==> src/assert_macros.svh <==
// Assertion macros shared by the RTL modules.
// Each macro expects signals named clk and rst_n in the module that uses it.
`ifndef ASSERT_MACROS_SVH
`define ASSERT_MACROS_SVH

`ifndef SYNTHESIS

`define AJB_CHECK(name, expr) \
    name: assert property (@(posedge clk) disable iff (!rst_n) (expr)) \
        else $error("assertion failed");

`define AJB_CHECK_NEXT(name, pre, post) \
    name: assert property (@(posedge clk) disable iff (!rst_n) (pre) |=> (post)) \
        else $error("assertion failed");

`else

`define AJB_CHECK(name, expr)

`define AJB_CHECK_NEXT(name, pre, post)

`endif

`endif

==> src/ajb_pkg.sv <==
package ajb_pkg;

    localparam int RING_DEPTH_DEF = 4096;
    localparam int BLOCK_FRAMES   = 64;
    localparam int IDX_W          = 6;
    localparam int COUNT_W        = 7;
    localparam int CFG_W          = 13;
    localparam int CFG_IDX_W      = 2;
    localparam int SAMPLE_W       = 16;
    localparam int FRAME_W        = 2 * SAMPLE_W;

    localparam logic [CFG_W-1:0] PRIME_RESET = 13'd1024;
    localparam logic [CFG_W-1:0] THR_RESET   = 13'd3072;

    localparam logic [CFG_IDX_W-1:0] REG_PRIME = 2'd0;
    localparam logic [CFG_IDX_W-1:0] REG_THR   = 2'd1;

    localparam logic REQ_PUSH = 1'b0;
    localparam logic REQ_PULL = 1'b1;

    typedef enum logic [1:0] {
        SRC_ZERO = 2'd0,
        SRC_RING = 2'd1,
        SRC_HELD = 2'd2
    } src_t;

    typedef struct packed {
        logic             valid;
        src_t             src;
        logic [IDX_W-1:0] idx;
        logic             fade;
    } issue_t;

endpackage

==> src/ajb_out.sv <==
`include "assert_macros.svh"

module ajb_out (
    input  logic                                clk,
    input  logic                                rst_n,
    input  ajb_pkg::issue_t                     issue,
    input  logic [ajb_pkg::FRAME_W-1:0]         mem_rdata,
    output logic                                can_issue,
    output logic                                out_valid,
    input  logic                                out_stall,
    output logic signed [ajb_pkg::SAMPLE_W-1:0] out_left,
    output logic signed [ajb_pkg::SAMPLE_W-1:0] out_right,
    output logic                                block_end
);

    localparam int SW     = ajb_pkg::SAMPLE_W;
    localparam int IDX_W  = ajb_pkg::IDX_W;
    localparam int PROD_W = SW + IDX_W + 1;

    ajb_pkg::issue_t              st_reg;
    logic [ajb_pkg::FRAME_W-1:0]  held_reg;
    logic [SW-1:0]                fl_reg [2];
    logic [SW-1:0]                fr_reg [2];
    logic                         fe_reg [2];
    logic                         wptr_reg;
    logic                         rptr_reg;
    logic [1:0]                   occ_reg, occ_next;

    logic [ajb_pkg::FRAME_W-1:0]  frame;
    logic signed [PROD_W-1:0]     prod_l;
    logic signed [PROD_W-1:0]     prod_r;
    logic [SW-1:0]                res_l;
    logic [SW-1:0]                res_r;
    logic                         is_last;
    logic                         pop;
    logic [2:0]                   level;

    always_comb
    begin
        case (st_reg.src)
            ajb_pkg::SRC_RING: frame = mem_rdata;
            ajb_pkg::SRC_HELD: frame = held_reg;
            default:           frame = '0;
        endcase
    end

    assign prod_l = PROD_W'($signed(frame[SW-1:0])) * PROD_W'($signed({1'b0, st_reg.idx}));
    assign prod_r = PROD_W'($signed(frame[2*SW-1:SW])) * PROD_W'($signed({1'b0, st_reg.idx}));

    assign res_l = st_reg.fade ? prod_l[SW+IDX_W-1:IDX_W] : frame[SW-1:0];
    assign res_r = st_reg.fade ? prod_r[SW+IDX_W-1:IDX_W] : frame[2*SW-1:SW];

    assign is_last = st_reg.idx == IDX_W'(ajb_pkg::BLOCK_FRAMES - 1);

    assign out_valid = occ_reg != 2'd0;
    assign pop       = out_valid && !out_stall;
    assign out_left  = fl_reg[rptr_reg];
    assign out_right = fr_reg[rptr_reg];
    assign block_end = fe_reg[rptr_reg];

    assign level     = {1'b0, occ_reg} + {2'b0, st_reg.valid} - {2'b0, pop};
    assign can_issue = level < 3'd2;
    assign occ_next  = level[1:0];

    always_ff @(posedge clk or negedge rst_n)
    begin
        if (!rst_n)
        begin
            st_reg   <= '0;
            held_reg <= '0;
            wptr_reg <= 1'b0;
            rptr_reg <= 1'b0;
            occ_reg  <= 2'd0;
        end
        else
        begin
            st_reg  <= issue;
            occ_reg <= occ_next;
            if (st_reg.valid && (st_reg.src == ajb_pkg::SRC_RING) && is_last)
            begin
                held_reg <= mem_rdata;
            end
            if (st_reg.valid)
            begin
                wptr_reg <= !wptr_reg;
            end
            if (pop)
            begin
                rptr_reg <= !rptr_reg;
            end
        end
    end

    always_ff @(posedge clk)
    begin
        if (st_reg.valid)
        begin
            fl_reg[wptr_reg] <= res_l;
            fr_reg[wptr_reg] <= res_r;
            fe_reg[wptr_reg] <= is_last;
        end
    end

    `AJB_CHECK(fifo_bound_a, occ_reg <= 2'd2)
    `AJB_CHECK(no_overflow_a, !(st_reg.valid && (occ_reg == 2'd2) && !pop))

endmodule

==> config.mk <==
export PLATFORM = sky130hd
export DESIGN_NAME = ajb_out
export DESIGN_NICKNAME = d
export VERILOG_FILES = /design/src/ajb_pkg.sv /design/src/ajb_out.sv
export VERILOG_INCLUDE_DIRS = /design/src /design/src/src
export SDC_FILE = /design/constraint.sdc
export NUM_CORES = 1
export LEC_CHECK = 0
export ABC_CLOCK_PERIOD_IN_PS = 18100
export BUFFER_PORTS_ARGS = -buffer_cell sky130_fd_sc_hd__buf_2
export CAP_MARGIN = 20
export CORE_ASPECT_RATIO = 2
export CORE_MARGIN = 2
export CORE_UTILIZATION = 40
export CTS_BUF_LIST = sky130_fd_sc_hd__clkbuf_4
export CTS_CLUSTER_DIAMETER = 80
export DETAILED_ROUTE_END_ITERATION = 10
export GPL_TIMING_DRIVEN = 0
export HOLD_SLACK_MARGIN = 0.1
export PLACE_DENSITY = 0.63
export SKIP_LAST_GASP = 1
export SYNTH_ARGS = -nofsm -noshare
export SYNTH_HDL_FRONTEND = slang
export SYNTH_SLANG_ARGS = --single-unit
==> constraint.sdc <==
create_clock -name clk -period 18.1 [get_ports clk]
set_clock_uncertainty 0.15 [all_clocks]
set_input_delay 0 -clock clk [delete_from_list [all_inputs] [get_ports clk]]
set_output_delay 0 -clock clk [all_outputs]
set_load 0.01 [all_outputs]
# [Word-level counts from Yosys, hierarchy flattened]
# Memory sizes are Yosys's and may differ from the RTL's.
# Cells that the tools add are included.
[totals] ramBits=66 input_bits=45 mem_count=3 reg_bits=46 out_inout_bits=35
[op_classes] n_eq_ne=3 n_mul=2 magnitude_cmp=1 n_addsub=2 mux=5 n_reduce_logical=7
[memory_table] name="fl_reg" words=2 width=16 rd=1 rd_ports_with_merged_regs=0 wr=1 line_no="ajb_out.sv:22" rtl="logic [SW-1:0] fl_reg [2];"
[memory_table] name="fr_reg" words=2 width=16 rd=1 rd_ports_with_merged_regs=0 wr=1 line_no="ajb_out.sv:23" rtl="logic [SW-1:0] fr_reg [2];"
[memory_table] name="fe_reg" words=2 width=1 rd=1 rd_ports_with_merged_regs=0 wr=1 line_no="ajb_out.sv:24" rtl="logic fe_reg [2];"
[op_table] operator="one-hot mux 32 bit (2 select lines)" n=1
[op_table] operator="multiplier 16 x 7 -> 22 bit" n=2
[op_table] operator="2-to-1 mux 16 bit" n=2
[op_table] operator="== test 6 bit, second input constant" n=1
[op_table] operator="adder 2 x 1 -> 3 bit" n=1
[op_table] operator="logical AND 1 bit" n=3
[op_table] operator="zero test 1 bit" n=3
[op_table] operator="less-than comparator 3 x 2 -> 1 bit, second input constant" n=1
[op_table] operator="subtractor 3 x 1 -> 3 bit" n=1
[op_table] operator="== test 2 x 1 -> 1 bit, second input constant" n=1
[op_table] operator="== test 2 bit, second input constant" n=1
[op_table] operator="2-to-1 mux 1 bit" n=2
[op_table] operator="nonzero test 2 bit" n=1

# [Longest topological paths before layout]
# Gate-level depths: netlist (run 1).
[logic_depth] ltp_word=4 ltp_mapped=24 depth_no_buf=21

# [Least setup slack after synthesis (run 1)]
# Ideal clock, no wire load.
[synth_path] path_type="reg2reg" startpoint="reg st_reg[7] in the netlist's numbering" endpoint="mem fr_reg[0][13] in the netlist's numbering, data pin" stages_incl_launch_ff=25 arrival_ns=5.620 synth_period_minus_slack_ns=6.033 path_slack_ns=12.067 cell_sequence="dfrtp_1 > inv_1 > ha_1 > buf_4 > clkbuf_1 > buf_1 > a22oi_1 > nor2_1 > and2_1 > fa_1 > inv_1 > fa_1 > inv_1 > fa_1 > inv_1 > fa_1 > inv_1 > ha_1 > a2111oi_2 > o41ai_1 > a221oi_2 > nor4_1 > a2111oi_2 > xnor2_1 > mux2_2"
[synth_via] elab_chain_cells=4 word_cells_on_any_way=5
[synth_rtl] element="start, declared" line_no="ajb_out.sv:20" rtl="ajb_pkg::issue_t st_reg;"
[synth_rtl] element="start signal, assigned" line_no="ajb_out.sv:77" rtl="st_reg <= issue;"
[synth_rtl] element="== test 2 bit / == test 2 x 1 -> 1 bit (equally long branches)" line_no="ajb_out.sv:40" rtl="case (st_reg.src)"
[synth_rtl] element="one-hot mux 32 bit (2 select lines) (*)" line_no="ajb_out.sv:40"
[synth_rtl] element="multiplier 16 x 7 -> 22 bit" line_no="ajb_out.sv:48" rtl="assign prod_r = PROD_W'($signed(frame[2*SW-1:SW])) * PROD_W'($signed({1'b0, st_reg.idx}));"
[synth_rtl] element="2-to-1 mux 16 bit (*)" line_no="ajb_out.sv:51" rtl="assign res_r = st_reg.fade ? prod_r[SW+IDX_W-1:IDX_W] : frame[2*SW-1:SW];"
[synth_rtl] element="named net res_r[13]" line_no="ajb_out.sv:33" rtl="logic [SW-1:0] res_r;"
[synth_rtl] element="end, declared" line_no="ajb_out.sv:23"
# The timed path passes the listed nets; every way through them passes the cells marked *.

# [Worst setup path after layout (run 1)]
[layout_path] startpoint="reg st_reg[7] in the netlist's numbering" endpoint="mem fl_reg[0][12] in the netlist's numbering, data pin"
[layout_via] elab_chain_cells=4 word_cells_on_any_way=5
[layout_rtl] element="== test 2 bit / == test 2 x 1 -> 1 bit (equally long branches)" line_no="ajb_out.sv:40"
[layout_rtl] element="one-hot mux 32 bit (2 select lines) (*)" line_no="ajb_out.sv:40"
[layout_rtl] element="multiplier 16 x 7 -> 22 bit" line_no="ajb_out.sv:47" rtl="assign prod_l = PROD_W'($signed(frame[SW-1:0])) * PROD_W'($signed({1'b0, st_reg.idx}));"
[layout_rtl] element="2-to-1 mux 16 bit (*)" line_no="ajb_out.sv:50" rtl="assign res_l = st_reg.fade ? prod_l[SW+IDX_W-1:IDX_W] : frame[SW-1:0];"
[layout_rtl] element="named net res_l[12]" line_no="ajb_out.sv:32" rtl="logic [SW-1:0] res_l;"
[layout_rtl] element="end, declared" line_no="ajb_out.sv:22"
# Marks and branches as above.

==> metrics.yaml, run 1 <==
synth:
  synth.area.top_cells: "fa_1 22%, edfxtp_1 17%, dfrtp_1 10%"
  synth_top_area_cell: "fa_1"
  netlist.area_leader.share_pct: 22.5
  synth.area.mux_share_pct: 8.32
  synth_edf_count: 66
  synth-simple-area-share_pct: 13.8
  syn-num-nets: 1364
  ys_async_sr_fraction_pct: 41.1
  syn_inst: 1104
  avgSynthCellArea_sq_um: 10.4
  yosys_warnings: 0
  synth_compound_area_share_pct: 8.78
  synth-seq-area-share_pct: 27.2
  yosysUniqueCellTypes: 54
  synth_top_family_by_area: "adder cells"
  synth-main-ff-cell: "edfxtp_1"
  syn_area_sq_um: 11500
  synth-seq-cells: 112
  synth_xor_xnor_area_share_pct: 3.05
  synthAdderAreaFrac_pct: 31.8
run_status:
  status: "finished clean"
clock_tree:
  cts_htree_levels: 3
  clk_pin_slew_ns: 0.20
  cts_tree: "yes"
  root_buffer: "clkbuf_4"
  clock_latency_ns: 0.57
  clock-sinks: 112
  ctsResizeCount: 0
  post_cts_buffers: 0
  clockBufferDepth: 2
  cts-buffers-inserted: 9
timing:
  finalHoldViolCount: 0
  worst_pin_slew_ns: 0.825
  grt_setup_unrepaired: "false"
  period_needed_ns: 7.32
  maxSlewHeadroom_pct: 45.0
  final.setup.tns_ns: 0
  slew_violations: 0
  setup_violations: 0
  clock.fmax_mhz: 137
  timing.final.crit_share_pct: 40.4
route:
  wl_per_cell_um: 18.1
  ant_nets: 0
  first_iter_violations: 294
  drc: 0
  vias: 8515
  firstDrtPassIters: 4
  routed_via_density: 5.17
  wirelength_mm: 29.7
die:
  dieArea_sq_um: 30200
  dieWidth_um: 124
  die_y_um: 244
  start_util_pct: 40.6
  num_io_pins: 80
  core-area_sq_um: 28300
  rows: 87
power_and_ir_drop:
  p_per_area_nw_per_um2: 56.4
  p_leak_nw: 6.52
  ir_drop_uv: 42.6
grt:
  grt_pass1_wl_mm: 47.6
  grt-ovfl-total: 0
  antenna_found_initial: 1
  track_usage_pct: 21.0
  grt_pass1_vias: 9094
  grt_max_degree: 40
placed_design:
  io_buffers: 79
  gp_congestion: 0.951
  placedInstanceArea_sq_um: 12400
  hpwl_mm: 23.6
job:
  cap_violations: 0
critical_path:
  start_kind: "flop"
  cp_max_fo: 10
  arrival_ns: 7.48
  setup.worst_path.end_class: "flop"
  cp.required_ns: 18.26
  worstSetupPathType: "reg2reg"
cells_and_area:
  drive_above_1_share_pct: 15.1
  nets: 1544
  stdcell_area_sq_um: 13400
  area_growth_pct: 16.5
min_path:
  hold_class: "in2async"
-- cells in the final DEF (no fill, tap or decap), drive strengths merged, types with 6 or more instances in the layout --
master and count:
edfxtp 66, a21oi 30, buf 93, and2 146, fa 129, inv 170
nand4 7, a22oi 32, dlygate4sd3 88, nand3 7, a21o 15, a31oi 7
ha 86, xor2 14, nor2 55, nand2 52, xnor2 26, nor3 6
clkbuf 43, o21ai 16, dfrtp 46, and3 13, mux2 85
-- what timing repair did --
| item | 4_1_cts | 5_1_grt |
|---|---|---|
| hold buffers | 88 | 0 |
| setup endpoints to repair | 0 | 0 |
| endpoints found under the hold margin | 113 | 0 |
-- routing by layer --
layer	up-vias	global-route usage (%)	wire [um]
li1	4005	-	-
met2	196	38.1	16200
met4	0	10.7	1360
met5	-	0	0
met3	71	2.79	963
met1	4243	23.1	11200
-- per-stage QoR --
| stage | utilization, % | total power [mW] | worst slack, ns | std cells | hold slack (ns) |
|---|---|---|---|---|---|
| 4_1_cts | 47.3 | 0.769 | 10.90 | 1645 | 0.330 |
| 2_1_floorplan | - | 0.527 | 12.07 | 1104 | -0.446 |
| 6_report | 47.3 | 0.756 | 10.78 | 1646 | 0.337 |
| 3_5_place_dp | 43.8 | 0.634 | 10.98 | 1541 | -0.229 |
| 3_3_place_gp | 43.6 | 0.624 | 10.95 | 1539 | -0.0412 |
| 5_1_grt | 47.3 | 0.809 | 10.46 | 1646 | 0.374 |
-- critical path: stages, from the launching register on --
cell and delay (ns):
dfrtp_1 0.39, inv_1 0.05, ha_1 0.33, clkbuf_1 0.41, buf_1 0.65, nor2_1 0.33
and2_1 0.28, fa_1 0.54, inv_1 0.06, fa_1 0.53, inv_1 0.05, fa_1 0.47
inv_1 0.05, fa_1 0.47, inv_1 0.05, ha_1 0.31, a2111oi_0 0.45, o41ai_1 0.21
nand3_1 0.24, a31oi_2 0.25, a21o_1 0.26, a211o_1 0.29, a31o_2 0.25
-- power breakdown --
| group | leakage [nW] | switching [mW] | total (mW) | internal, mW |
|---|---|---|---|---|
| logic | 5.21 | 0.169 | 0.305 | 0.136 |
| registers | 1.24 | 0.0117 | 0.331 | 0.320 |
| clock network | 0.0600 | 0.0890 | 0.119 | 0.0302 |
| total | 6.52 | 0.270 | 0.756 | 0.486 |
-- layout make-up --
cell class              count  area (sq um)
multi-input cells         779          7570
fillers                  2652         14900
inverters                 168           631
well taps                 356           445
repair buffers            169          1320
clock buffers              10          75.1
plain buffers              45           175
clock inverters             6          42.5
flip-flops and latches    112          3130
diodes                      1          2.50
-- path summary, 6_finish.rpt --
kind	start	to	slack, ns	cells past startpoint
max	st_reg[7]	fl_reg[0][12]	10.78	22
min reg2reg	held_reg[11]	held_reg[11]	0.38	1
min	rst_n	st_reg[0]	0.34	3
max reg2reg	st_reg[7]	fl_reg[0][12]	10.78	22
min in group clk	held_reg[11]	held_reg[11]	0.38	1
max in group asynchronous	rst_n	held_reg[11]	16.76	4
-- cell usage after synthesis, types with 5 or more instances --
master / count
nand3_1: 7
mux2_2: 85
xor2_1: 14
edfxtp_1: 66
clkbuf_1: 33
a22oi_1: 30
o21bai_1: 5
nand2_1: 52
a21oi_1: 30
and2_1: 146
buf_1: 9
xnor2_1: 26
nor3_1: 6
nand4_1: 7
dfrtp_1: 46
and3_1: 13
a21o_1: 15
fa_1: 129
a31oi_1: 6
inv_1: 168
nor2_1: 55
o21ai_0: 16
ha_1: 86
-- logic make-up after synthesis --
| logic type | after synthesis |
|---|---|
| xor gates and xnor gates | 40 |
| buffers and inverters | 213 |
| and+or+nand+nor | 298 |
| DFF | 112 |
| AOI/OAI and AO/OA | 141 |
| adders and majority gates | 215 |
| muxes | 85 |
Note: power is estimated with default switching activity, not from simulation.
==> inputs of run 2 (changes only) <==
--- a/config.mk
+++ b/config.mk
@@ -6,7 +6,7 @@
 export SDC_FILE = /design/constraint.sdc
 export NUM_CORES = 1
 export LEC_CHECK = 0
-export ABC_CLOCK_PERIOD_IN_PS = 18100
+export ABC_CLOCK_PERIOD_IN_PS = 7200
 export BUFFER_PORTS_ARGS = -buffer_cell sky130_fd_sc_hd__buf_2
 export CAP_MARGIN = 20
 export CORE_ASPECT_RATIO = 2
==> constraint.sdc (replaced) <==
create_clock -name clk -period 7.2 [get_ports clk]
set_clock_uncertainty 0.15 [all_clocks]
set_input_delay 0 -clock clk [delete_from_list [all_inputs] [get_ports clk]]
set_output_delay 0 -clock clk [all_outputs]
set_load 0.01 [all_outputs]
==> metrics.yaml, run 2 (same netlist as run 1, synthesis figures left out) <==
placed_design:
  hpwl_mm: 23.6
  dp_slack_ns: 0.0804
  gp_congestion: 0.951
  dp.cells: 1541
  io_buffers: 79
timing:
  period_needed_ns: 6.87
  slew_violations: 0
  clock.fmax_mhz: 146
  maxSlewHeadroom_pct: 45.1
  worst_slack_ns: 0.334
  setup_violations: 0
  final.setup.tns_ns: 0
  timing.final.crit_share_pct: 95.4
  grt_setup_unrepaired: "false"
  worst_pin_slew_ns: 0.824
  finalHoldViolCount: 0
cells_and_area:
  fillers: 2645
  nets: 1543
  final_cells: 1645
  layout_common_cells: "168 x inv_1, 145 x and2_1, 129 x fa_1"
  area_growth_pct: 16.8
  mostFrequentLayoutCell: "inv_1"
  finish.utilization_pct: 47.5
  drive_above_1_share_pct: 16.5
  multiInputGateArea_sq_um: 7600
  register_area_sq_um: 3130
power_and_ir_drop:
  seqPwrFrac_pct: 43.8
  power.switching_uw: 679
  internal-power_mw: 1.22
  power_switching_share_pct: 35.7
  p_leak_nw: 6.54
  pwr-share-clk_pct: 15.7
  ir_drop_uv: 107
  p_per_area_nw_per_um2: 142
  p_comb_share_pct: 40.5
critical_path:
  cp_cell_sequence: "inv_1, ha_1, buf_4, clkbuf_1, clkbuf_2, a22oi_1, nor2_1, and2_1, fa_1, fa_1, fa_1, inv_1, fa_1, inv_1, ha_1, a211o_1, a21oi_1, a21oi_1, a31oi_1, o21bai_1, a311oi_1, o32ai_1"
  start_kind: "flop"
  cp_common_cell: "fa_1"
  cp_slowest_cell: "a31oi_1"
  cp_max_fo: 10
  worstSetupPathType: "reg2reg"
  arrival_ns: 6.99
  setup.worst_path.end_class: "flop"
  slowest_delay_ns: 0.51
  critPathTopFamily: "adder cells"
  cp.required_ns: 7.32
  cp_num_buf_inv: 6
grt:
  track_usage_pct: 21.0
  antenna_found_initial: 1
  grt_pass1_vias: 9094
  grt-ovfl-total: 0
  grt_max_degree: 40
  grt_pass1_wl_mm: 47.6
die:
  dieWidth_um: 124
  start_util_pct: 40.6
  die_y_um: 244
  rows: 87
  num_io_pins: 80
  core-area_sq_um: 28300
  dieArea_sq_um: 30200
clock_tree:
  post_cts_buffers: 0
  root_buffer: "clkbuf_4"
  cts_htree_levels: 3
  cts_tree: "yes"
  clockBufferDepth: 2
  cts-buffers-inserted: 9
  clock_latency_ns: 0.56
  clock-sinks: 112
  clk_pin_slew_ns: 0.19
route:
  firstDrtPassIters: 5
  routed_via_density: 5.15
  drc: 0
  ant_nets: 0
  wl_per_cell_um: 18.1
  top_layer: "met4"
  dr_wl_met2_mm: 16.2
  wirelength_mm: 29.8
  met1Wirelength_mm: 11.3
  routed-wl-met3_um: 912
  vias: 8466
  first_iter_violations: 275
run_status:
  status: "finished clean"
job:
  cap_violations: 0
min_path:
  hold_class: "in2async"
run 2: cell count changes in the layout (fill, tap and decap cells not counted), sizes merged:
cell    previous run  this run
buf               93        91
clkbuf            43        44
run 2: layout make-up:
class	count	share of cell area, %
Multi-Input combinational cell	779	56.6
Sequential cell	112	23.3
Timing Repair Buffer	169	9.85
Inverter	168	4.69
Tap cell	356	3.32
Buffer	44	1.34
Clock buffer	10	0.559
Clock inverter	6	0.317
Antenna cell	1	0.0186
run 2: power groups by stage:
| stage | combinational (mW) | sequential [mW] | clock (mW) |
|---|---|---|---|
| after CTS | 0.786 | 0.834 | 0.313 |
| after detailed placement | 0.745 | 0.848 | 0 |
| after floorplan | 0.484 | 0.840 | 0 |
| after global placement | 0.721 | 0.847 | 0 |
| final | 0.770 | 0.833 | 0.298 |
| after global routing | 0.859 | 0.842 | 0.335 |
run 2: path summary, 6_finish.rpt:
path | end | cells past startpoint | slack [ns] | start
worst max-delay path | fr_reg[0][12] | 22 | 0.33 | st_reg[7]
worst min-delay path | st_reg[0] | 3 | 0.35 | rst_n
worst max register to register | fr_reg[0][12] | 22 | 0.33 | st_reg[7]
worst min register to register | held_reg[11] | 1 | 0.38 | held_reg[11]
max in group asynchronous | held_reg[11] | 4 | 5.86 | rst_n
min in group clk | held_reg[11] | 1 | 0.38 | held_reg[11]
run 2: repair_timing:
action	in CTS	in global routing
hold endpoints to repair	113	0
gates resized for setup	1	22
setup endpoints to repair	2	38
hold buffers	88	0
run 2: worst reg2reg max path, delay by kind of cell, from the launching register on:
| family | cells | cell delay [ns] |
|---|---|---|
| compound gates | 8 | 1.91 |
| flops | 1 | 0.41 |
| buf+inv | 6 | 1.07 |
| fa+ha+maj | 6 | 2.34 |
| simple gates | 2 | 0.70 |
run 2: layer usage:
layer | track usage, % | vias up
met5 | 0 | -
met4 | 10.7 | 0
met3 | 2.79 | 64
met2 | 38.1 | 185
met1 | 23.1 | 4217
li1 | - | 4000
run 2: stage by stage:
| stage | total power [mW] | area [sq um] | hold slack (ns) |
|---|---|---|---|
| finish | 1.90 | 13400 | 0.348 |
| global route | 2.04 | 13400 | 0.374 |
| CTS | 1.93 | 13400 | 0.330 |
| detailed placement | 1.59 | 12400 | -0.229 |
| global placement | 1.57 | 12300 | -0.0412 |
| floorplan | 1.32 | 11500 | -0.446 |
