### config.mk
export PLATFORM = sky130hd
export DESIGN_NAME = ajb_ctrl
export DESIGN_NICKNAME = d
export VERILOG_FILES = /design/src/ajb_pkg.sv /design/src/ajb_ctrl.sv
export VERILOG_INCLUDE_DIRS = /design/src /design/src/src
export SDC_FILE = /design/constraint.sdc
export NUM_CORES = 1
export LEC_CHECK = 0
export ABC_AREA = 1
export BUFFER_PORTS_ARGS = -buffer_cell sky130_fd_sc_hd__buf_2
export CORE_UTILIZATION = 60
export DETAILED_ROUTE_END_ITERATION = 16
export GPL_ROUTABILITY_DRIVEN = 0
export PLACE_DENSITY_LB_ADDON = 0.05
export SLEW_MARGIN = 30
export SYNTH_ARGS = -nofsm -noshare
export SYNTH_HDL_FRONTEND = slang
export SYNTH_SLANG_ARGS = --single-unit
### constraint.sdc
create_clock -name clk -period 4.4 [get_ports clk]
set_clock_uncertainty 0.15 [all_clocks]
set_input_delay 0.44 -clock clk [delete_from_list [all_inputs] [get_ports clk]]
set_output_delay 0.44 -clock clk [all_outputs]
set_load 0.01 [all_outputs]
### src/assert_macros.svh
// Assertion macros shared by the RTL modules.
// Each macro expects signals named clk and rst_n in the module that uses it.
`ifndef ASSERT_MACROS_SVH
`define ASSERT_MACROS_SVH

`ifndef SYNTHESIS

`define AJB_CHECK(name, expr) \
    name: assert property (@(posedge clk) disable iff (!rst_n) (expr)) \
        else $error("assertion failed");

`define AJB_CHECK_NEXT(name, pre, post) \
    name: assert property (@(posedge clk) disable iff (!rst_n) (pre) |=> (post)) \
        else $error("assertion failed");

`else

`define AJB_CHECK(name, expr)

`define AJB_CHECK_NEXT(name, pre, post)

`endif

`endif

### src/ajb_pkg.sv
package ajb_pkg;

    localparam int RING_DEPTH_DEF = 4096;
    localparam int BLOCK_FRAMES   = 64;
    localparam int IDX_W          = 6;
    localparam int COUNT_W        = 7;
    localparam int CFG_W          = 13;
    localparam int CFG_IDX_W      = 2;
    localparam int SAMPLE_W       = 16;
    localparam int FRAME_W        = 2 * SAMPLE_W;

    localparam logic [CFG_W-1:0] PRIME_RESET = 13'd1024;
    localparam logic [CFG_W-1:0] THR_RESET   = 13'd3072;

    localparam logic [CFG_IDX_W-1:0] REG_PRIME = 2'd0;
    localparam logic [CFG_IDX_W-1:0] REG_THR   = 2'd1;

    localparam logic REQ_PUSH = 1'b0;
    localparam logic REQ_PULL = 1'b1;

    typedef enum logic [1:0] {
        SRC_ZERO = 2'd0,
        SRC_RING = 2'd1,
        SRC_HELD = 2'd2
    } src_t;

    typedef struct packed {
        logic             valid;
        src_t             src;
        logic [IDX_W-1:0] idx;
        logic             fade;
    } issue_t;

endpackage

### src/ajb_ctrl.sv
`include "assert_macros.svh"

module ajb_ctrl #(
    parameter int RING_DEPTH = ajb_pkg::RING_DEPTH_DEF
) (
    input  logic                               clk,
    input  logic                               rst_n,
    input  logic                               in_valid,
    output logic                               in_stall,
    input  logic                               req_type,
    input  logic signed [ajb_pkg::SAMPLE_W-1:0] in_left,
    input  logic signed [ajb_pkg::SAMPLE_W-1:0] in_right,
    input  logic                               cfg_we,
    input  logic [ajb_pkg::CFG_IDX_W-1:0]      cfg_index,
    input  logic [ajb_pkg::CFG_W-1:0]          cfg_data,
    input  logic                               can_issue,
    output ajb_pkg::issue_t                    issue,
    output logic                               mem_we,
    output logic [$clog2(RING_DEPTH)-1:0]      mem_waddr,
    output logic [ajb_pkg::FRAME_W-1:0]        mem_wdata,
    output logic                               mem_re,
    output logic [$clog2(RING_DEPTH)-1:0]      mem_raddr
);

    localparam int PTR_W  = $clog2(RING_DEPTH);
    localparam int FILL_W = $clog2(RING_DEPTH + 1);
    localparam int CMP_W  = (FILL_W > ajb_pkg::CFG_W) ? FILL_W : ajb_pkg::CFG_W;
    localparam int CNT_W  = ajb_pkg::COUNT_W;
    localparam int IDX_W  = ajb_pkg::IDX_W;

    typedef enum logic [1:0] {
        ST_IDLE = 2'b01,
        ST_RUN  = 2'b10
    } ctrl_state_t;

    ctrl_state_t               state_reg, state_next;
    logic [PTR_W-1:0]          rp_reg, rp_next;
    logic [PTR_W-1:0]          wp_reg, wp_next;
    logic [FILL_W-1:0]         fill_reg, fill_next;
    logic                      primed_reg, primed_next;
    logic                      fade_pending_reg, fade_pending_next;
    logic [ajb_pkg::CFG_W-1:0] prime_reg, prime_next;
    logic [ajb_pkg::CFG_W-1:0] thr_reg, thr_next;
    logic [IDX_W-1:0]          k_reg, k_next;
    logic [CNT_W-1:0]          consume_reg, consume_next;
    logic [CNT_W-1:0]          use_reg, use_next;
    logic                      silent_reg, silent_next;
    logic                      fade_blk_reg, fade_blk_next;

    logic              accept;
    logic              push;
    logic              pull;
    logic              enough;
    logic              silent;
    logic              drop;
    logic              full_read;
    logic [CNT_W-1:0]  got_raw;
    logic [FILL_W-1:0] fill_after;
    logic [PTR_W-1:0]  rp_inc;
    logic [PTR_W-1:0]  wp_inc;
    logic              fire;

    assign accept = in_valid && (state_reg == ST_IDLE);
    assign push   = accept && (req_type == ajb_pkg::REQ_PUSH);
    assign pull   = accept && (req_type == ajb_pkg::REQ_PULL);

    assign enough = CMP_W'(fill_reg) >= CMP_W'(prime_reg);
    assign silent = !primed_reg && !enough;

    assign got_raw = (fill_reg >= FILL_W'(ajb_pkg::BLOCK_FRAMES))
                   ? CNT_W'(ajb_pkg::BLOCK_FRAMES) : fill_reg[CNT_W-1:0];
    assign fill_after = fill_reg - FILL_W'(got_raw);
    assign full_read  = got_raw == CNT_W'(ajb_pkg::BLOCK_FRAMES);
    assign drop       = full_read && (CMP_W'(fill_after) > CMP_W'(thr_reg));

    assign rp_inc = (rp_reg == PTR_W'(RING_DEPTH - 1)) ? '0 : rp_reg + 1'b1;
    assign wp_inc = (wp_reg == PTR_W'(RING_DEPTH - 1)) ? '0 : wp_reg + 1'b1;

    assign fire = (state_reg == ST_RUN) && can_issue;

    always_comb
    begin
        issue.valid = fire;
        issue.idx   = k_reg;
        issue.fade  = fade_blk_reg;
        if (silent_reg)
        begin
            issue.src = ajb_pkg::SRC_ZERO;
        end
        else if ({1'b0, k_reg} < use_reg)
        begin
            issue.src = ajb_pkg::SRC_RING;
        end
        else
        begin
            issue.src = ajb_pkg::SRC_HELD;
        end
    end

    assign mem_re    = fire && (issue.src == ajb_pkg::SRC_RING);
    assign mem_raddr = rp_reg;
    assign mem_we    = push;
    assign mem_waddr = wp_reg;
    assign mem_wdata = {in_right, in_left};
    assign in_stall  = state_reg != ST_IDLE;

    always_comb
    begin
        state_next        = state_reg;
        rp_next           = rp_reg;
        wp_next           = wp_reg;
        fill_next         = fill_reg;
        primed_next       = primed_reg;
        fade_pending_next = fade_pending_reg;
        prime_next        = prime_reg;
        thr_next          = thr_reg;
        k_next            = k_reg;
        consume_next      = consume_reg;
        use_next          = use_reg;
        silent_next       = silent_reg;
        fade_blk_next     = fade_blk_reg;

        if (cfg_we)
        begin
            case (cfg_index)
                ajb_pkg::REG_PRIME: prime_next = cfg_data;
                ajb_pkg::REG_THR:   thr_next   = cfg_data;
                default:            ;
            endcase
        end

        case (state_reg)
            ST_IDLE:
            begin
                if (push)
                begin
                    wp_next = wp_inc;
                    if (fill_reg == FILL_W'(RING_DEPTH))
                    begin
                        rp_next = rp_inc;
                    end
                    else
                    begin
                        fill_next = fill_reg + 1'b1;
                    end
                end
                if (pull)
                begin
                    state_next    = ST_RUN;
                    k_next        = '0;
                    silent_next   = silent;
                    consume_next  = silent ? '0 : got_raw;
                    use_next      = (silent || drop) ? '0 : got_raw;
                    fade_blk_next = !silent && !drop && full_read && fade_pending_reg;
                    if (!silent)
                    begin
                        primed_next       = 1'b1;
                        fill_next         = fill_after;
                        fade_pending_next = drop || !full_read;
                    end
                end
            end
            ST_RUN:
            begin
                if (fire)
                begin
                    if ({1'b0, k_reg} < consume_reg)
                    begin
                        rp_next = rp_inc;
                    end
                    k_next = k_reg + 1'b1;
                    if (k_reg == IDX_W'(ajb_pkg::BLOCK_FRAMES - 1))
                    begin
                        state_next = ST_IDLE;
                    end
                end
            end
            default:
            begin
                state_next = ST_IDLE;
            end
        endcase
    end

    always_ff @(posedge clk or negedge rst_n)
    begin
        if (!rst_n)
        begin
            state_reg        <= ST_IDLE;
            rp_reg           <= '0;
            wp_reg           <= '0;
            fill_reg         <= '0;
            primed_reg       <= 1'b0;
            fade_pending_reg <= 1'b0;
            prime_reg        <= ajb_pkg::PRIME_RESET;
            thr_reg          <= ajb_pkg::THR_RESET;
            k_reg            <= '0;
            consume_reg      <= '0;
            use_reg          <= '0;
            silent_reg       <= 1'b0;
            fade_blk_reg     <= 1'b0;
        end
        else
        begin
            state_reg        <= state_next;
            rp_reg           <= rp_next;
            wp_reg           <= wp_next;
            fill_reg         <= fill_next;
            primed_reg       <= primed_next;
            fade_pending_reg <= fade_pending_next;
            prime_reg        <= prime_next;
            thr_reg          <= thr_next;
            k_reg            <= k_next;
            consume_reg      <= consume_next;
            use_reg          <= use_next;
            silent_reg       <= silent_next;
            fade_blk_reg     <= fade_blk_next;
        end
    end

    `AJB_CHECK(fill_in_range_a, fill_reg <= FILL_W'(RING_DEPTH))
    `AJB_CHECK(read_in_run_a, !mem_re || (state_reg == ST_RUN))
    `AJB_CHECK_NEXT(pull_starts_block_a, pull, state_reg == ST_RUN)

endmodule

Yosys cells after proc, flatten, opt, wreduce, memory -nomap -nowiden. Index checks and enable logic that the tools add are counted.

Register bits: 89. Output and inout port bits: 69.

Add/subtract/negate cells: 5. Order comparisons: 5. Equal/unequal tests: 16. Muxes and demuxes: 23. Bitwise gates (word level): 2. Reductions and logical operators: 27.

Operator list (count): 12-bit 2-to-1 mux (6); 13-bit 2-to-1 mux (4); 12-bit by 1-bit adder with 12-bit output (second input constant) (2); 12-bit equality test (second input constant) (2); 12-bit case mux with 2 select lines (1); 7-bit 2-to-1 mux (3); 6-bit by 7-bit less-than comparator with 1-bit output (2); 13-bit by 1-bit adder with 13-bit output (second input constant) (1); 13-bit equality test (second input constant) (1); 13-bit greater-or-equal comparator (1); 13-bit by 7-bit greater-or-equal comparator with 1-bit output (second input constant) (1); 13-bit > comparator (1); 13-bit by 7-bit subtractor with 13-bit output (1); 6-bit 2-to-1 mux (2); 6-bit case mux with 2 select lines (1); 1-bit logical AND (10); 2-bit 2-to-1 mux (5); 3-bit AND reduction (3); 2-bit by 1-bit inequality test with 1-bit output (second input constant) (4); 2-bit AND reduction (4); 7-bit equality test (second input constant) (1); 6-bit by 1-bit adder with 6-bit output (second input constant) (1); 2-bit by 1-bit equality test with 1-bit output (second input constant) (3); 6-bit equality test (second input constant) (1); 9 further kinds (17).

Logic depth before layout (Yosys ltp). Gate-level depths: netlist of the first run.

Depth after elaboration: 9. Depth in mapped cells: 22. Mapped depth without buffers: 21.

Worst setup path before layout of the first run. No wires, ideal clock.

Path type: register -> register. From: reg fill_reg[7]. To: reg fade_pending_reg. Setup time: 0.064 ns. Arrival time: 2.327 ns. Setup slack: 1.859 ns. Cell stages (with the launch flop): 21. Path buffers: 2. Clock period less this slack: 2.541 ns. Cell sequence: dfrtp_1 buf_2 nor2_1 nand2_1 nor2_1 buf_4 nor2_1 o21bai_1 nor2_1 nand3_1 nand2_1 ha_1 nand2_1 inv_1 nand3_1 nor3_1 o21ai_0 nand4_1 o21ai_0 nand2_1 o21a_1.

Cells in the longest elaborated chain, start to end: 6. Elaborated cells between the ends (all ways): 13. Classes of those cells: 1 x add/sub; 3 x order compare; 1 x eq/ne; 1 x mux; 1 x bitwise; 6 x reduce/logical.

RTL lines: start: declaration (line ajb_ctrl.sv:39) `logic [FILL_W-1:0] fill_reg, fill_next;`; start signal: assignment (line ajb_ctrl.sv:208) `fill_reg <= fill_next;`; 13-bit by 7-bit greater-or-equal comparator with 1-bit output (line ajb_ctrl.sv:70) `assign got_raw = (fill_reg >= FILL_W'(ajb_pkg::BLOCK_FRAMES))`; 7-bit 2-to-1 mux (line ajb_ctrl.sv:71) `? CNT_W'(ajb_pkg::BLOCK_FRAMES) : fill_reg[CNT_W-1:0];`; 13-bit by 7-bit subtractor with 13-bit output (line ajb_ctrl.sv:72) `assign fill_after = fill_reg - FILL_W'(got_raw);`; 13-bit > comparator (line ajb_ctrl.sv:74) `assign drop = full_read && (CMP_W'(fill_after) > CMP_W'(thr_reg));`; 1-bit logical AND (line ajb_ctrl.sv:74); 1-bit logical OR (line ajb_ctrl.sv:159) `fade_pending_next = drop || !full_read;`; end signal: assignment (line ajb_ctrl.sv:210) `fade_pending_reg <= fade_pending_next;`; end: declaration (line ajb_ctrl.sv:41) `logic fade_pending_reg, fade_pending_next;`.

Several ways; a longest one is shown, not always the timed one. A chain may end at the register's enable or synchronous reset.

Final worst setup path of the first run. Ends and elaborated chain as after synthesis.

==> results.py, run 1 <==
metrics = {
    "cells_and_area": {
        "fill_cells": 874,
        "regArea_um2": 2230,
        "diodes": 0,
        "final_util_pct": 64.9,
        "area_delta_synth_final_pct": 4.99,
        "multi_input_comb_area_um2": 2990,
        "nets": 924,
        "drive_gt1_share_pct": 13.8,
    },
    "logic_synthesis": {
        "syn_nets": 908,
        "syn_area_um2": 6040,
        "ys_warn_count": 0,
        "async_flop_share_pct": 100,
        "seq_area_frac_synth_pct": 36.9,
        "yosys_most_used_dff": "dfrtp_1",
        "ys_ff_latch": 89,
        "avgSynthCellArea_um2": 7.44,
        "synthCells": 812,
        "synth_cell_types": 42,
        "synth_edf_count": 0,
    },
    "cts": {
        "clkTransAtPathRegs_ns": 0.09,
        "cts_root_buffer": "clkbuf_8",
        "cts_htree_levels": 3,
        "cts_buffers": 9,
        "cts.sinks": 89,
        "clock_latency_ns": 0.37,
        "cts_tree": "yes",
        "ctsHoldBuffers": 1,
        "max-clock-path-buffers": 2,
        "cts_setup_buffers": 0,
        "cts_resized": 0,
    },
    "sta": {
        "layout_setup_ws_ns": 0.998,
        "rsz0062_at_grt": "false",
        "holdWs_ns": 0.163,
        "hold_viol": 0,
        "maxSlewViolCount": 0,
        "fmax_mhz": 294,
        "relSlewSlack_pct": 42.4,
        "tns_ns": 0,
        "max_slew.worst_pin.slew_ns": 0.861,
        "setup_viol": 0,
        "fin_crit_sh_pct": 77.3,
        "min_period_ns": 3.40,
    },
    "floorplan": {
        "initial_core_util_pct": 61.8,
        "row_count": 36,
        "core-area_um2": 9770,
        "io_pins": 122,
        "die_area_um2": 10500,
        "die_h_um": 102,
        "die_w_um": 102,
    },
    "pwr": {
        "seqPwrFrac_pct": 35.9,
        "ir_worst_vdd_uv": 226,
        "internal-power_mw": 1.90,
        "power_frac_comb_pct": 48.3,
        "p_per_area_nw_per_um2": 553,
        "p_sw_share_pct": 45.7,
        "power.switching_mw": 1.60,
        "p_clk_share_pct": 15.8,
        "design_power_total_mw": 3.51,
        "p_leak_nw": 3.28,
    },
    "drt": {
        "vias": 5169,
        "postRouteAntennaNets": 0,
        "vias_per_cell": 5.35,
        "drc": 0,
        "first_pass_iters": 6,
        "wl_per_cell_um": 14.3,
        "routed_wl_um": 13800,
        "drtIter0Drc": 297,
    },
    "grt": {
        "grt_usage_pct": 28.0,
        "grt_overflow": 0,
        "grt_pass1_wl_um": 22600,
        "grt_pass1_vias": 4793,
        "antenna_found_initial": 0,
        "grt_max_degree": 52,
    },
    "critical_path": {
        "arrival_ns": 3.56,
        "critPathKind": "flop to flop",
        "crit_fanout": 11,
        "endpoint_kind": "flop",
        "startpoint": "fill_reg[7]$_DFFE_PN0P_",
        "worstSetupStartpointType": "flop",
        "required_ns": 4.56,
        "timing.rr.start": "fill_reg[7]$_DFFE_PN0P_",
    },
    "worst_hold_path": {
        "worstHoldStart": "cfg_data[10]",
        "hold_class": "primary input to flop",
    },
    "run": {
        "cap_violations": 0,
    },
    "placement": {
        "io_buffers": 57,
        "dpl.hpwl_um": 10300,
        "dp_slack_ns": 1.12,
    },
    "outcome": {
        "status": "complete, no violations",
    },
}
power groups by stage:
stage	sequential [mW]	combinational, mW	clock [mW]
after floorplan	1.17	1.34	0
after global placement	1.25	1.63	0
after detailed placement	1.27	1.66	0
after CTS	1.25	1.68	0.568
after global routing	1.29	1.94	0.596
final	1.26	1.69	0.556
routing by layer:
metal  share of wire [%]  GRT usage [%]  vias up
met4                 3.0           12.5        0
li1                    -              -     2582
met2                  47           46.4      176
met5                   0              0        -
met1                  44           35.6     2368
met3                 5.8           5.47       43
synthesized netlist by cell type, types with 3 or more instances:
cell      instances  area (µm²)
a21oi_1          30         150
buf_2            10        50.1
buf_4            36         270
buf_6             3        33.8
clkbuf_1          7        26.3
dfrtp_1          85        2130
dfstp_2           4         105
ha_1             43         538
inv_1           109         409
inv_2             8        30.0
nand2_1         208         781
nand2_2           8        50.1
nand3_1          49         245
nand4_1          11        68.8
nor2_1           50         188
nor2_2            4        25.0
nor3_1           16        80.1
o21ai_0          52         260
o21ai_1          21         105
or2_2             3        18.8
xnor2_1           4        35.0
xor2_1           24         210
stage by stage:
| step | cells | instance area [µm²] |
|---|---|---|
| 6_report | 966 | 6340 |
| 5_1_grt | 966 | 6340 |
| 4_1_cts | 966 | 6340 |
| 3_5_place_dp | 949 | 6140 |
| 3_3_place_gp | 949 | 6140 |
| 2_1_floorplan | 812 | 6040 |
cells by family after synthesis:
kind of cell             synth area share, %
AND/OR/NAND/NOR                         26.2
XOR/XNOR                                4.06
buffers and inverters                   13.6
adder cells (fa/ha/maj)                 8.90
flip-flops                              36.9
AO/OA/AOI/OAI                           10.2
other                                  0.124
cells in the final DEF, fill, tap and decap left out, types with 3 or more instances in the layout:
| cell | netlist | layout |
|---|---|---|
| nand3_1 | 49 | 49 |
| a21oi_1 | 30 | 30 |
| buf_4 | 36 | 4 |
| nor2_2 | 4 | 5 |
| or2_2 | 3 | 3 |
| inv_1 | 109 | 109 |
| nand4_1 | 11 | 11 |
| xor2_1 | 24 | 24 |
| xnor2_1 | 4 | 4 |
| buf_2 | 10 | 56 |
| clkbuf_8 | 0 | 13 |
| o21ai_1 | 21 | 21 |
| inv_2 | 8 | 8 |
| dfrtp_1 | 85 | 85 |
| nand2_2 | 8 | 8 |
| nand2_1 | 208 | 208 |
| nor3_1 | 16 | 16 |
| dfstp_2 | 4 | 4 |
| nor2_1 | 50 | 49 |
| ha_1 | 43 | 43 |
| o21ai_0 | 52 | 52 |
layout make-up:
| cell class | instances | area share (%) |
|---|---|---|
| multi-input combinational | 549 | 47.1 |
| sequential | 89 | 35.2 |
| inverter | 118 | 6.98 |
| timing repair buffer | 61 | 5.05 |
| clock buffer | 14 | 2.88 |
| tap | 133 | 2.62 |
| clock inverter | 2 | 0.158 |
path summary, 6_finish.rpt:
| kind | endpoint | slack (ns) | cells past startpoint |
|---|---|---|---|
| setup / recovery | fade_pending_reg$_DFFE_PN0P_ | 1.0 | 18 |
| hold / removal | prime_reg[10]$_DFFE_PN1P_ | 0.16 | 3 |
| setup reg to reg | fade_pending_reg$_DFFE_PN0P_ | 1.0 | 18 |
| hold reg to reg | thr_reg[3]$_DFFE_PN0P_ | 0.34 | 2 |
| max in group asynchronous | thr_reg[11]$_DFFE_PN1P_ | 2.64 | 3 |
| min in group asynchronous | k_reg[1]$_DFFE_PN0P_ | 0.48 | 2 |
critical path, stage by stage (launching register included):
cell and delay (ns):
dfrtp_1 0.51, nor2_1 0.15, nand2_1 0.09, nor2_1 0.57, a21oi_1 0.15, a21oi_1 0.29
nand3_1 0.11, nand2_1 0.09, nand2_1 0.06, ha_1 0.29, nand2_1 0.06, inv_1 0.06
nand3_1 0.09, nor3_1 0.15, o21ai_0 0.11, nand4_1 0.07, o21ai_0 0.11, nand2_1 0.11
o21a_1 0.12
(Power assumes the default switching activity.)
==> inputs of run 2 (changes only) <==
--- a/config.mk
+++ b/config.mk
@@ -8,7 +8,7 @@
 export LEC_CHECK = 0
 export ABC_AREA = 1
 export BUFFER_PORTS_ARGS = -buffer_cell sky130_fd_sc_hd__buf_2
-export CORE_UTILIZATION = 60
+export CORE_UTILIZATION = 51
 export DETAILED_ROUTE_END_ITERATION = 16
 export GPL_ROUTABILITY_DRIVEN = 0
 export PLACE_DENSITY_LB_ADDON = 0.05
==> constraint.sdc (replaced) <==
create_clock -name clk -period 3.1 [get_ports clk]
set_clock_uncertainty 0.15 [all_clocks]
set_input_delay 0.31 -clock clk [delete_from_list [all_inputs] [get_ports clk]]
set_output_delay 0.31 -clock clk [all_outputs]
set_load 0.01 [all_outputs]
==> run 2 against run 1 <==
  * Via count rose by 1.5%
  * Sequential power up 29%
  * Register-to-register slack worse by 0.78 ns
  * Routed wire length increased by 4.1%
  * Combinational power up 59%
  * Critical path type unchanged
  * Largest cell class unchanged
==> results.py, run 2 (synthesis results as in run 1) <==
metrics = {
    "grt": {
        "grt_pass1_wl_um": 24400,
        "antenna_found_initial": 0,
        "grt_overflow": 0,
        "grt_pass1_vias": 5021,
        "grt_usage_pct": 24.8,
        "grt_max_degree": 47,
    },
    "floorplan": {
        "die_w_um": 111,
        "core-area_um2": 11500,
        "row_count": 39,
        "die_area_um2": 12300,
        "die_h_um": 111,
        "io_pins": 122,
        "initial_core_util_pct": 52.7,
    },
    "drt": {
        "postRouteAntennaNets": 0,
        "vias_per_cell": 5.29,
        "routed_wl_um": 14400,
        "wl_per_cell_um": 14.5,
        "vias": 5245,
        "drc": 0,
        "drtIter0Drc": 317,
        "first_pass_iters": 5,
    },
    "cells_and_area": {
        "nets": 939,
        "final_cell_mix": "nand2_1, inv_1, dfrtp_1, buf_2, o21ai_0",
        "area_delta_synth_final_pct": 8.80,
        "drive_gt1_share_pct": 15.3,
        "diodes": 0,
        "layout_commonest_cell": "nand2_1",
    },
    "sta": {
        "fmax_mhz": 347,
        "holdWs_ns": 0.0528,
        "fin_crit_sh_pct": 92.9,
        "max_slew.worst_pin.slew_ns": 0.828,
        "maxSlewViolCount": 0,
        "relSlewSlack_pct": 44.6,
        "setup_viol": 0,
        "hold_viol": 0,
        "min_period_ns": 2.88,
        "layout_setup_ws_ns": 0.219,
    },
    "cts": {
        "cts_buffers": 9,
        "clock_latency_ns": 0.35,
        "cts_tree": "yes",
        "cts_htree_levels": 3,
        "cts_root_buffer": "clkbuf_16",
        "cts.sinks": 89,
        "clkTransAtPathRegs_ns": 0.06,
        "cts_setup_buffers": 0,
        "max-clock-path-buffers": 2,
    },
    "critical_path": {
        "startpoint": "fill_reg[9]$_DFFE_PN0P_",
        "crit_fanout": 5,
        "worstSetupStartpointType": "flop",
        "arrival_ns": 3.02,
        "critPathKind": "flop to flop",
        "required_ns": 3.24,
        "endpoint_kind": "flop",
        "timing.rr.start": "fill_reg[9]$_DFFE_PN0P_",
    },
    "pwr": {
        "p_leak_nw": 3.39,
        "p_per_area_nw_per_um2": 817,
        "ir_worst_vdd_uv": 362,
        "design_power_total_mw": 5.37,
    },
    "worst_hold_path": {
        "hold_class": "primary input to flop",
        "worstHoldStart": "cfg_data[10]",
    },
    "placement": {
        "dpl.hpwl_um": 10900,
        "dp_slack_ns": 0.257,
        "io_buffers": 57,
    },
    "outcome": {
        "status": "complete, no violations",
    },
    "run": {
        "cap_violations": 0,
    },
}
==> run 2: cell types whose count changed in the layout (fill, tap and decap cells not counted), sizes merged <==
cell and change:
clkinv -1, buf +15, clkinvlp +3, clkbuf -2
==> run 2: path summary, 6_finish.rpt <==
check                                                     to  slack, ns  cells after the start
worst max-delay path            fade_pending_reg$_DFFE_PN0P_       0.22                     18
worst min-delay path               prime_reg[10]$_DFFE_PN1P_       0.05                      3
worst max register to register  fade_pending_reg$_DFFE_PN0P_       0.22                     18
worst min register to register    consume_reg[0]$_DFFE_PN0P_       0.33                      2
max in group asynchronous           state_reg[0]$_DFFE_PN1P_       1.72                      3
min in group asynchronous               k_reg[1]$_DFFE_PN0P_       0.37                      2
==> run 2: repair_timing <==
action | 4_1_cts | 5_1_grt
setup endpoints to repair | 0 | 3
endpoints found under the hold margin | 42 | 0
resized for setup | 0 | 1
hold buffers | 1 | 0
==> run 2: stage by stage <==
stage / area, µm² / utilization [%] / setup TNS, ns / cells
5_1_grt: 6580 / 57.3 / -0.00372 / 991
6_report: 6580 / 57.3 / 0 / 991
4_1_cts: 6570 / 57.3 / 0 / 991
3_5_place_dp: 6280 / 54.7 / 0 / 974
3_3_place_gp: 6280 / 54.7 / 0 / 974
2_1_floorplan: 6040 / - / 0 / 812
==> run 2: cell type report <==
type | instances | area, µm²
Clock buffer | 12 | 256
Clock inverter | 4 | 27.5
Fill cell | 1082 | 4890
Inverter | 118 | 443
Multi-Input combinational cell | 549 | 2990
Sequential cell | 89 | 2230
Tap cell | 143 | 179
Timing Repair Buffer | 76 | 445
==> run 2: where the power goes <==
group          leakage [nW]  switching [mW]  internal [mW]  total (mW)
registers              1.14           0.206           1.43        1.63
clock network         0.131           0.464          0.586        1.05
logic                  2.12            1.68           1.01        2.69
==> run 2: routing by layer <==
| layer | wire [µm] | vias up | GRT usage (%) |
|---|---|---|---|
| met2 | 6510 | 148 | 39.3 |
| met1 | 6700 | 2445 | 33.0 |
| li1 | - | 2607 | - |
| met3 | 650 | 45 | 3.94 |
| met4 | 495 | 0 | 12.4 |
| met5 | 0 | - | 0 |
==> run 2: critical path, cell delays in order (launching register included) <==
cell and delay, ns:
dfrtp_1 0.42, nor2_1 0.11, nand2_1 0.11, nor2_1 0.26, a21oi_1 0.11, a21oi_2 0.20
nand3_1 0.09, nand2_1 0.09, nand2_1 0.07, ha_1 0.29, nand2_1 0.05, inv_1 0.06
nand3_1 0.08, nor3_1 0.17, o21ai_0 0.12, nand4_1 0.08, o21ai_0 0.12, nand2_1 0.12
o21a_1 0.12
==> inputs of run 3 (changes only) <==
--- a/config.mk
+++ b/config.mk
@@ -11,7 +11,7 @@
 export CORE_UTILIZATION = 51
 export DETAILED_ROUTE_END_ITERATION = 16
 export GPL_ROUTABILITY_DRIVEN = 0
-export PLACE_DENSITY_LB_ADDON = 0.05
+export PLACE_DENSITY = 0.76
 export SLEW_MARGIN = 30
 export SYNTH_ARGS = -nofsm -noshare
 export SYNTH_HDL_FRONTEND = slang
==> constraint.sdc (replaced) <==
create_clock -name clk -period 2.5 [get_ports clk]
set_clock_uncertainty 0.15 [all_clocks]
set_input_delay 0.125 -clock clk [delete_from_list [all_inputs] [get_ports clk]]
set_output_delay 0.125 -clock clk [all_outputs]
set_load 0.01 [all_outputs]
==> run 3 against run 2 <==
  * The flow now finishes with violations (setup timing)
  * Via count is 2.7% higher
  * Global-route usage decreased by 0.42 points
  * Total power is 47% higher
  * Cell area up 11%
  * Worst hold slack worse by 0.052 ns
  * Sequential power grew 24%
  * Register-to-register slack got worse by 0.41 ns
  * Setup slack got worse by 0.41 ns
  * Final cell count grew 5.7%
  * Combinational power grew 64%
  * Flip-flop and latch count is the same
  * Critical endpoint unchanged
  * Largest cell class unchanged
  * Highest routed layer unchanged
==> results.py, run 3 (synthesis results as in run 1) <==
metrics = {
    "outcome": {
        "status": "finished with violations",
        "failed_checks": "setup timing",
    },
    "critical_path": {
        "path_delay_family": "simple AND/OR/NAND/NOR gates",
        "max_stage_delay_ns": 0.40,
        "required_ns": 2.63,
        "ff2ff_path_depth": 19,
        "crit_top_cell": "nand2_2",
        "r2r_slack_ns": -0.19,
        "crit_fanout": 3,
        "crit_slowest_cell": "dfrtp_1",
        "endpoint_kind": "flop",
        "r2r_end": "fade_pending_reg$_DFFE_PN0P_",
        "crit_chain": "nor2_1 > nand2_2 > nor2_4 > buf_6 > nor2_2 > o21bai_1 > nor2_1 > nand3_2 > nand2_2 > ha_4 > nand2_2 > inv_2 > nand3_2 > nor3_2 > o21ai_1 > nand4_1 > o21ai_2 > nand2_1 > o21a_1",
        "arrival_ns": 2.83,
        "worstSetupStartpointType": "flop",
        "critPathKind": "flop to flop",
        "worst-path-buf-inv": 2,
        "timing.rr.start": "fill_reg[8]$_DFFE_PN0P_",
    },
    "drt": {
        "postRouteAntennaNets": 0,
        "vias": 5389,
        "first_pass_iters": 5,
        "vias_per_cell": 5.15,
        "routed_wl_um": 14600,
        "drtIter0Drc": 348,
        "drc": 0,
        "wl_per_cell_um": 13.9,
    },
    "grt": {
        "met2_usage_pct": 38.6,
        "grt_max_degree": 51,
        "grt_pass1_vias": 5104,
        "met3_usage_pct": 5.58,
        "grt_pass1_wl_um": 24100,
        "busiest_layer": "met2",
        "gr-usage-met1_pct": 32.9,
        "antenna_found_initial": 0,
        "grt_overflow": 0,
        "grt_usage_pct": 24.4,
    },
    "sta": {
        "rsz0062_at_grt": "true",
        "relSlewSlack_pct": 41.9,
        "min_period_ns": 2.69,
        "layout_setup_ws_ns": -0.191,
        "maxSlewViolCount": 0,
        "hold_viol": 0,
        "tns_ns": -0.543,
        "fmax_mhz": 372,
        "fin_crit_sh_pct": 108,
        "max_slew.worst_pin.slew_ns": 0.869,
        "setup_viol": 3,
        "holdWs_ns": 0.000525,
    },
    "worst_hold_path": {
        "hold_class": "primary input to flop",
        "holdPathStages": 3,
        "hold_end": "mem_waddr[0]$_DFFE_PN0P_",
        "worstHoldStart": "req_type",
    },
    "cts": {
        "clock_latency_ns": 0.34,
        "cts_root_buffer": "clkbuf_16",
        "cts.sinks": 89,
        "max-clock-path-buffers": 2,
        "clkTransAtPathRegs_ns": 0.06,
        "cts_htree_levels": 3,
        "cts_tree": "yes",
        "cts_buffers": 9,
    },
    "floorplan": {
        "initial_core_util_pct": 52.7,
        "die_h_um": 111,
        "core-area_um2": 11500,
        "io_pins": 122,
        "row_count": 39,
        "die_area_um2": 12300,
        "die_w_um": 111,
    },
    "cells_and_area": {
        "area_delta_synth_final_pct": 20.2,
        "layout_commonest_cell": "nand2_1",
        "diodes": 0,
        "final_cell_mix": "nand2_1, inv_1, dfrtp_1, buf_2, buf_4",
        "fill_cells": 945,
        "nets": 995,
        "drive_gt1_share_pct": 22.0,
    },
    "pwr": {
        "p_leak_nw": 3.70,
        "p_per_area_nw_per_um2": 1090,
        "ir_worst_vdd_uv": 713,
    },
    "placement": {
        "dpl.hpwl_um": 10400,
        "io_buffers": 57,
    },
    "run": {
        "cap_violations": 0,
    },
}
==> run 3: cell count changes in the layout (fill, tap and decap cells not counted), moves of 3 or more <==
cell,delta
buf_4,+38
dlygate4sd3_1,+13
nand3_2,+5
nand2_2,+5
nor2_4,+4
nor2_1,-5
nand3_1,-5
nand2_1,-7
buf_6,+3
==> run 3: worst min-delay path, delay by kind of cell <==
| kind | cells | cell delay [ns] |
|---|---|---|
| AOI/OAI and AO/OA | 1 | 0.14 |
| buffers and inverters | 1 | 0.12 |
| and+or+nand+nor | 1 | 0.08 |
==> run 3: what timing repair did <==
| action | 4_1_cts | 5_1_grt |
|---|---|---|
| gates resized for setup | 12 | 30 |
| setup buffers | 5 | 4 |
| endpoints found under the setup margin | 3 | 10 |
| hold endpoints to repair | 65 | 0 |
| hold buffers | 14 | 0 |
| pin swaps | 9 | 14 |
==> run 3: report_power, final <==
part / internal [mW] / switching (mW) / leakage, nW / total [mW]
Sequential: 1.77 / 0.256 / 1.14 / 2.02
Combinational: 1.89 / 2.51 / 2.41 / 4.40
Clock: 0.906 / 0.564 / 0.153 / 1.47
Total: 4.57 / 3.33 / 3.70 / 7.90
==> run 3: how the worst max path moves through the flow <==
stage / start / endpoint / slack, ns / depth (start not counted)
floorplan: fill_reg[7]$_DFFE_PN0P_ / fade_pending_reg$_DFFE_PN0P_ / 0.02 / 20
global placement: fill_reg[9]$_DFFE_PN0P_ / fade_pending_reg$_DFFE_PN0P_ / -0.08 / 18
detailed placement: fill_reg[9]$_DFFE_PN0P_ / use_reg[6]$_DFFE_PN0P_ / -0.28 / 18
CTS: fill_reg[9]$_DFFE_PN0P_ / fade_pending_reg$_DFFE_PN0P_ / -0.07 / 14
global route: fill_reg[8]$_DFFE_PN0P_ / fade_pending_reg$_DFFE_PN0P_ / -0.36 / 19
finish: fill_reg[8]$_DFFE_PN0P_ / fade_pending_reg$_DFFE_PN0P_ / -0.19 / 19
==> run 3: per-stage QoR <==
stage | power, mW | cell area (µm²) | util (%) | std cells | setup slack (ns)
finish | 7.90 | 7270 | 63.4 | 1047 | -0.191
global route | 8.51 | 7270 | 63.4 | 1047 | -0.364
CTS | 7.47 | 7110 | 62.0 | 1043 | -0.0735
detailed placement | 5.77 | 6560 | 57.2 | 1008 | -0.281
global placement | 5.70 | 6560 | 57.2 | 1008 | -0.0776
floorplan | 4.44 | 6050 | - | 812 | 0.0166
==> run 3: routing by layer <==
metal  wire length, µm  vias up
met5                 0        -
met4               280        0
met3               948       34
met2              6760      200
met1              6610     2429
li1                  -     2726
==> run 3: area by class of cell <==
type	count	area, µm²	area share, %
clock buffer	12	246	3.39
clock inverter	4	76.3	1.05
inverter	118	445	6.13
multi-input combinational	549	3150	43.4
sequential	89	2230	30.7
tap	143	179	2.46
timing repair buffer	132	935	12.9
